**src/rtl/core/ppns_pkg.sv**
```systemverilog
package ppns_pkg;

   // Store geometry
   localparam int MAX_ATOMS  = 64;
   localparam int COORD_BITS = 32;
   localparam int STORE_BITS = (COORD_BITS < 32) ? COORD_BITS : 32;
   localparam int ADDR_BITS  = $clog2(MAX_ATOMS);

   // Field widths fixed by the interface
   localparam int INDEX_BITS = 6;
   localparam int CNT_BITS   = 7;
   localparam int POS_BITS   = 32;
   localparam int DELTA_BITS = 34;
   localparam int LEN_BITS   = 31;
   localparam int CSR_BITS   = 3;
   localparam int WDATA_BITS = 31;
   localparam int WRAP_BITS  = DELTA_BITS + 2;
   localparam int MAG_BITS   = 31;
   localparam int SQ_BITS    = 2 * MAG_BITS;
   localparam int SUM_BITS   = SQ_BITS + 2;
   localparam int NUM_AXES   = 3;

   // Atom index range and the resulting cap on the count
   localparam int INDEX_SPAN    = 1 << INDEX_BITS;
   localparam int LIMIT_CAP_INT = (MAX_ATOMS < INDEX_SPAN) ? MAX_ATOMS : INDEX_SPAN;
   localparam logic [CNT_BITS-1:0] LIMIT_CAP = CNT_BITS'(LIMIT_CAP_INT);

   // Operation codes
   localparam logic OP_LOAD   = 1'b0;
   localparam logic OP_SEARCH = 1'b1;

   // Register indexes
   typedef enum logic [CSR_BITS-1:0] {
      REG_ATOM_COUNT    = 3'd0,
      REG_PERIODIC_MODE = 3'd1,
      REG_BOX_X         = 3'd2,
      REG_BOX_Y         = 3'd3,
      REG_BOX_Z         = 3'd4,
      REG_CUTOFF        = 3'd5
   } csr_reg_type;

   // Controller to datapath
   typedef struct packed {
      logic load_we;   // write the position stores
      logic capture;   // latch atom i of a search
      logic rd_base;   // read address from atom i, else from j
      logic init_j;    // latch pos[i], set j to i+1
      logic issue;     // read pos[j] into the pipe, advance j
      logic token;     // push the end-of-search marker
   } dp_cmd_type;

   // Datapath to controller
   typedef struct packed {
      logic more;      // j is still below the limit
      logic drained;   // end marker has reached the output stage
   } dp_status_type;

endpackage

```
**src/rtl/core/ppns_ctrl.sv**
```systemverilog
module ppns_ctrl import ppns_pkg::*; (
   input  logic          clock,
   input  logic          reset,
   input  logic          start,
   input  logic          req_opcode,
   input  dp_status_type status,
   output dp_cmd_type    cmd,
   output logic          busy
);

   typedef enum logic [4:0] {
      ST_IDLE  = 5'b00001,
      ST_FETCH = 5'b00010,
      ST_BASE  = 5'b00100,
      ST_SCAN  = 5'b01000,
      ST_DRAIN = 5'b10000
   } state_type;

   state_type state_ff;
   state_type state_in;
   logic      accept;

   assign busy   = (state_ff != ST_IDLE);
   assign accept = start && !busy;

   always_comb begin
      state_in    = state_ff;
      cmd         = '0;
      cmd.load_we = accept && (req_opcode == OP_LOAD);
      cmd.capture = accept && (req_opcode == OP_SEARCH);
      unique case (state_ff)
         ST_IDLE: begin
            if (cmd.capture) begin
               state_in = ST_FETCH;
            end
         end
         ST_FETCH: begin
            cmd.rd_base = 1'b1;
            state_in    = ST_BASE;
         end
         ST_BASE: begin
            cmd.init_j = 1'b1;
            state_in   = ST_SCAN;
         end
         ST_SCAN: begin
            if (status.more) begin
               cmd.issue = 1'b1;
            end else begin
               cmd.token = 1'b1;
               state_in  = ST_DRAIN;
            end
         end
         ST_DRAIN: begin
            if (status.drained) begin
               state_in = ST_IDLE;
            end
         end
         default: begin
            state_in = ST_IDLE;
         end
      endcase
   end

   always_ff @(posedge clock) begin
      if (reset) begin
         state_ff <= ST_IDLE;
      end else begin
         state_ff <= state_in;
      end
   end

endmodule

```
**config.mk**
```make
export PLATFORM = sky130hd
export DESIGN_NAME = ppns_ctrl
export DESIGN_NICKNAME = d
export VERILOG_FILES = /design/src/rtl/core/ppns_pkg.sv /design/src/rtl/core/ppns_ctrl.sv
export SDC_FILE = /design/constraint.sdc
export NUM_CORES = 1
export LEC_CHECK = 0
export BUFFER_PORTS_ARGS = -buffer_cell sky130_fd_sc_hd__buf_2
export CORE_AREA = 4 4 41 43
export DETAILED_ROUTE_END_ITERATION = 6
export DIE_AREA = 0 0 45 47
export SYNTH_ARGS = -nofsm -noshare
export SYNTH_HDL_FRONTEND = slang
export SYNTH_SLANG_ARGS = --single-unit
```
**constraint.sdc**
```tcl
create_clock -name clock -period 2.1 [get_ports clock]
set_clock_uncertainty 0.05 [all_clocks]
set_input_delay 0.21 -clock clock [delete_from_list [all_inputs] [get_ports clock]]
set_output_delay 0.21 -clock clock [all_outputs]
set_load 0.1 [all_outputs]
```
==> flow_summary.json, run 1 <==
{
  "grt_pass1_vias": 275,
  "total_leakage_power_nw": 0.1906,
  "end_kind": "output port",
  "die_y_um": 47,
  "period_needed_ps": 1991,
  "cts_hold_buffers": 0,
  "yosysTopAreaCellShare": 0.3571,
  "pin_count": 13,
  "core-area_um2": 1301,
  "synth_cell_types": 23,
  "grt_most_used_layer": "met1",
  "grt_use_total": 0.08386,
  "rsz0062_at_grt": "false",
  "max_slew_margin": 0.6763,
  "final_nets": 58,
  "cts-root-buf": "clkbuf_4",
  "wirelength_um": 720,
  "final_cell_mix": "buf_2 (11), dfxtp_1 (5), nor2_1 (3), nand2_1 (3), clkbuf_4 (3)",
  "timing.hold.worst.class": "in2reg",
  "synth_fp_nets": 41,
  "max_stage_delay_ps": 450,
  "post-place-cells": 62,
  "path_max_fanout": 7,
  "die_w_um": 45,
  "ys_ff_latch": 5,
  "ant_nets": 0,
  "arrival_ps": 1730,
  "antenna_cells": 0,
  "reg.largest.list": "state_ff x5",
  "rows": 13,
  "cts_buffers": 3,
  "met1_usage": 0.1073,
  "clk-insertion-delay-late_ps": 250,
  "dpl_worst_slack_ps": 367.5,
  "io_buffers": 12,
  "die-area_um2": 2115,
  "finalNonFillerCells": 66,
  "clockBufferDepth": 2,
  "largest_reg_flops": 5,
  "status": "finished, final reports clean",
  "grt_pass1_wl_mm": 1.166,
  "vias": 308,
  "drv_slew": 0,
  "cp_top_family": "simple AND/OR/NAND/NOR gates",
  "synth_area_um2": 280.3,
  "start_util": 0.2154,
  "worst_slack_ps": 108.9,
  "path_clk_slew_ps": 50,
  "startpoint_type": "flop",
  "finalSetupViolCount": 0,
  "ir_drop_v": 0.0003552,
  "ys_seq_area_frac": 0.3571,
  "yosys.area.top_type": "dfxtp_1",
  "drive_above_1_share": 0.4510,
  "fin_crit_sh": 0.9481,
  "first_pass_iters": 4,
  "top_register": "state_ff",
  "dp_hpwl_um": 568.7,
  "cts_sinks": 5,
  "finalHoldViolations": 0,
  "cts_max_level": 1,
  "crit_slowest_cell": "or3_4",
  "wl_per_cell_um": 10.91,
  "grt_use_met2": 0.09605,
  "postSynthCellCount": 35,
  "max_freq_ghz": 0.5022,
  "viasPerCell": 4.667,
  "worst_slew_pin_slew_ps": 488.9,
  "cts_tree": "done",
  "dr.first_iter.drc_count": 8,
  "placed_cell_area_um2": 410.4,
  "stdcell_area_um2": 436.7,
  "met3_usage": 0.06130,
  "synth_area_per_cell_um2": 8.008,
  "p_per_area_nw_per_um2": 711.3,
  "gr-total-overflow": 0,
  "critPathBufInv": 2,
  "maxCapViolations": 0,
  "antenna_found_initial": 0,
  "layout_commonest_cell": "buf_2",
  "routabilityCongestion": 0.7115,
  "cts_resized": 0,
  "grt_max_degree": 8,
  "drc": 0,
  "area_growth_syn_to_layout_pct": 55.80,
  "critPathKind": "reg2out",
  "crit_chain": "or3_4, or3_1, inv_1, buf_12",
  "cp.required_ps": 1840,
  "synth_area_leaders": "dfxtp_1 (36%), nor2_1 (8.0%), nand2_1 (4.0%), or3_4 (4.0%), a211o_2 (3.6%)",
  "cts_setup_buffers": 0,
  "ys_warn_count": 0
}
[synth_stat cells]
cell,n
o21ai_0,2
or3_4,1
nor2_1,6
nand2_1,3
nor2b_1,1
a41oi_1,1
a211oi_1,1
nand3b_1,1
nor3b_1,1
dfxtp_1,5
or2b_1,1
and3_1,1
nand3_1,1
buf_4,1
nand2b_1,1
a211o_2,1
nor4b_1,1
or3_1,1
a21boi_1,1
nor3_1,1
xor2_1,1
a21oi_1,1
inv_1,1
[per-stage QoR]
stage	TNS, ps	power [W]	utilization	hold WS, ps
6_report	0	0.0003106	0.3356	128.1
5_1_grt	0	0.0003252	0.3356	140.5
4_1_cts	0	0.0003173	0.3356	123.1
3_5_place_dp	0	0.0001966	0.3154	385.8
3_3_place_gp	0	0.0001957	0.3154	383.9
2_1_floorplan	-83.41	0.0001807	-	231.6
[worst paths after layout]
path / startpoint / end / slack [ps] / cells after the start
max: state_ff[0] / cmd[0] / 110 / 4
min: reset / state_ff[3] / 130 / 2
max reg2reg: state_ff[0] / state_ff[4] / 650 / 3
min reg2reg: state_ff[2] / state_ff[3] / 530 / 2
[metal layers]
metal  routed length [um]  part of all wire  vias to the layer above
li1                     -                 -                      156
met1                  355              0.49                      134
met2                  270              0.38                       16
met3                   84              0.12                        2
met4                   10             0.014                        0
met5                    0                 0                        -
[power breakdown]
part / internal [W] / total, W / switching, W / leakage (nW)
Combinational: 0.0000229 / 0.0000893 / 0.0000664 / 0.135
Clock: 0.0000721 / 0.000116 / 0.0000441 / 0.0150
Sequential: 0.0000985 / 0.000105 / 0.00000655 / 0.0406
[layout make-up]
| cell class | instances | area, um2 |
|---|---|---|
| multi-input combinational | 28 | 205.2 |
| fill | 148 | 864.6 |
| tap | 15 | 18.77 |
| timing repair buffer | 13 | 82.58 |
| sequential | 5 | 100.1 |
| clock buffer | 4 | 26.28 |
| inverter | 1 | 3.754 |
[cell families (layout without fill, tap and decap cells)]
group	after synthesis	count (layout)	synth area share
AO/OA/AOI/OAI	7	7	0.1741
XOR/XNOR	1	1	0.03126
buffers and inverters	2	18	0.04018
flip-flops	5	5	0.3572
AND/OR/NAND/NOR	20	20	0.3974
Note: power is estimated with default switching activity, not from simulation.
==> inputs of run 2 (changes only) <==
- ABC_AREA: not set -> 1
==> flow_summary.json, run 2 <==
{
  "max_slew_margin": 0.6728,
  "synth_area_um2": 342.8,
  "drive_above_1_share": 0.4091,
  "finalSetupViolCount": 0,
  "start_util": 0.2635,
  "holdWs_ps": 158.5,
  "dp_hpwl_um": 582.2,
  "synth_top_cells_by_count": "nor2_1 (12), inv_1 (9), dfxtp_1 (5), nand2_1 (5), nor2_4 (4)",
  "synth_area_per_cell_um2": 6.722,
  "cts_buffers": 3,
  "ir_drop_v": 0.0003423,
  "cp_top_family": "buffers and inverters",
  "synth_area_leaders": "dfxtp_1 (29%), nor2_1 (13%), nor2_4 (13%), inv_1 (9.9%), nand2_1 (5.5%)",
  "drc": 0,
  "fin_crit_sh": 0.8385,
  "first_pass_iters": 4,
  "routabilityCongestion": 0.7427,
  "critPathKind": "reg2out",
  "startpoint_type": "flop",
  "ff_latch_area_um2": 100.1,
  "pwr-share-clk": 0.363,
  "total_power_w": 0.0003061,
  "top_register": "state_ff",
  "period_needed_ps": 1761,
  "synth_fp_nets": 57,
  "cts_sinks": 5,
  "dr.first_iter.drc_count": 4,
  "timing.hold.worst.class": "in2reg",
  "yosysTopAreaCellShare": 0.2920,
  "switching_share": 0.3730,
  "stdcell_area_um2": 446.7,
  "multi_input_area_um2": 192.7,
  "end_kind": "output port",
  "p_per_area_nw_per_um2": 685.3,
  "ys_ff_latch": 5,
  "grt_use_total": 0.09084,
  "switchingPower_w": 0.0001142,
  "drv_slew": 0,
  "wl_per_cell_um": 8.321,
  "max_stage_delay_ps": 440,
  "wirelength_um": 674,
  "die-area_um2": 2115,
  "largest_reg_flops": 5,
  "cts_resized": 0,
  "p_int_w": 0.0001919,
  "grt_pass1_wl_mm": 1.304,
  "finalNonFillerCells": 81,
  "viasPerCell": 3.975,
  "rows": 13,
  "post-place-cells": 77,
  "ys_seq_area_frac": 0.2920,
  "pin_count": 13,
  "cts_tree": "done",
  "cts-root-buf": "clkbuf_4",
  "cts_setup_buffers": 0,
  "core-area_um2": 1301,
  "status": "finished, final reports clean",
  "cts_max_level": 1,
  "placed_cell_area_um2": 420.4,
  "grt_max_degree": 6,
  "ys_async_sr_fraction": 0,
  "die_y_um": 47,
  "cts_hold_buffers": 0,
  "crit_slowest_cell": "buf_2",
  "postSynthCellCount": 51,
  "synth_ff_type": "dfxtp_1",
  "synthMostInstantiatedCell": "nor2_1",
  "crit_chain": "nand2_1, nor2_4, inv_2, nor3_4, buf_2",
  "rsz0062_at_grt": "false",
  "total_leakage_power_nw": 0.2468,
  "clk-insertion-delay-late_ps": 240,
  "vias": 322,
  "tns_ps": 0,
  "comb_power_share": 0.301,
  "worst_slew_pin_slew_ps": 494.2,
  "final_cell_mix": "nor2_1 (12), buf_2 (12), inv_1 (9)",
  "area_growth_syn_to_layout_pct": 30.29,
  "clockBufferDepth": 2,
  "fillerInstances": 156,
  "antenna_found_initial": 0,
  "synth_edf_count": 0,
  "cp.required_ps": 1840,
  "arrival_ps": 1500,
  "critPathBufInv": 2,
  "synth_cell_types": 17,
  "finalHoldViolations": 0,
  "path_max_fanout": 3,
  "reg.largest.list": "state_ff x5",
  "yosys.area.top_type": "dfxtp_1",
  "ys_warn_count": 0,
  "path_clk_slew_ps": 50,
  "grt_pass1_vias": 343,
  "gr-total-overflow": 0,
  "ant_nets": 0,
  "max_freq_ghz": 0.5679,
  "final_nets": 73,
  "io_buffers": 12,
  "die_w_um": 45,
  "antenna_cells": 0,
  "power_frac_seq": 0.336,
  "maxCapViolations": 0
}
## run 2: changes by cell type in the layout (fill, tap and decap cells not counted), sizes merged, moves of 2 or more
cell	delta
nand3	+3
nor2	+11
or3	-2
inv	+11
nand2	+3
## run 2: final timing paths
| check | startpoint | to | slack [ps] | cells past startpoint |
|---|---|---|---|---|
| max | state_ff[0] | cmd[5] | 340 | 5 |
| max reg2reg | state_ff[4] | state_ff[0] | 1040 | 7 |
| min reg2reg | state_ff[1] | state_ff[2] | 510 | 2 |
| min | reset | state_ff[3] | 160 | 2 |
## run 2: layer usage
layer | wire [um] | global-route usage | part of all wire | up-vias
met2 | 304 | 0.1441 | 0.45 | 9
met1 | 321 | 0.09091 | 0.48 | 132
li1 | - | - | - | 179
met5 | 0 | 0 | 0 | -
met3 | 27 | 0.02299 | 0.040 | 2
met4 | 21 | 0.1053 | 0.031 | 0
## run 2: worst reg2reg max path, delay by kind of cell, from the launching register on
family / cells / cell delay, ps
flops: 1 / 330
simple gates: 6 / 490
buf+inv: 1 / 90
## run 2: stage by stage
| step | setup WS [ps] | util |
|---|---|---|
| after floorplan | 174.4 | - |
| after detailed placement | 584.0 | 0.3231 |
| after CTS | 312.2 | 0.3433 |
| after global routing | 242.7 | 0.3433 |
| final | 339.1 | 0.3433 |
| after global placement | 596.0 | 0.3231 |
## run 2: logic make-up (layout without fill, tap and decap cells)
family          Yosys count  after routing  synth area share
compound gates            2              2           0.04014
simple gates             30             30            0.5036
buf+inv                  14             29            0.1642
flops                     5              5            0.2920
## run 2: power by group through the flow
stage               clock, W  combinational [W]  sequential (W)
finish              0.000111          0.0000923        0.000103
global route        0.000127          0.0000989        0.000103
CTS                 0.000116          0.0000934        0.000103
detailed placement         0          0.0000930        0.000105
global placement           0          0.0000924        0.000105
floorplan                  0          0.0000775        0.000104
## run 2: final cells by class
type | instances | area share
clock buffer | 4 | 0.05882
inverter | 13 | 0.1092
multi-input combinational | 32 | 0.4314
sequential | 5 | 0.2241
tap | 15 | 0.04202
timing repair buffer | 12 | 0.1345
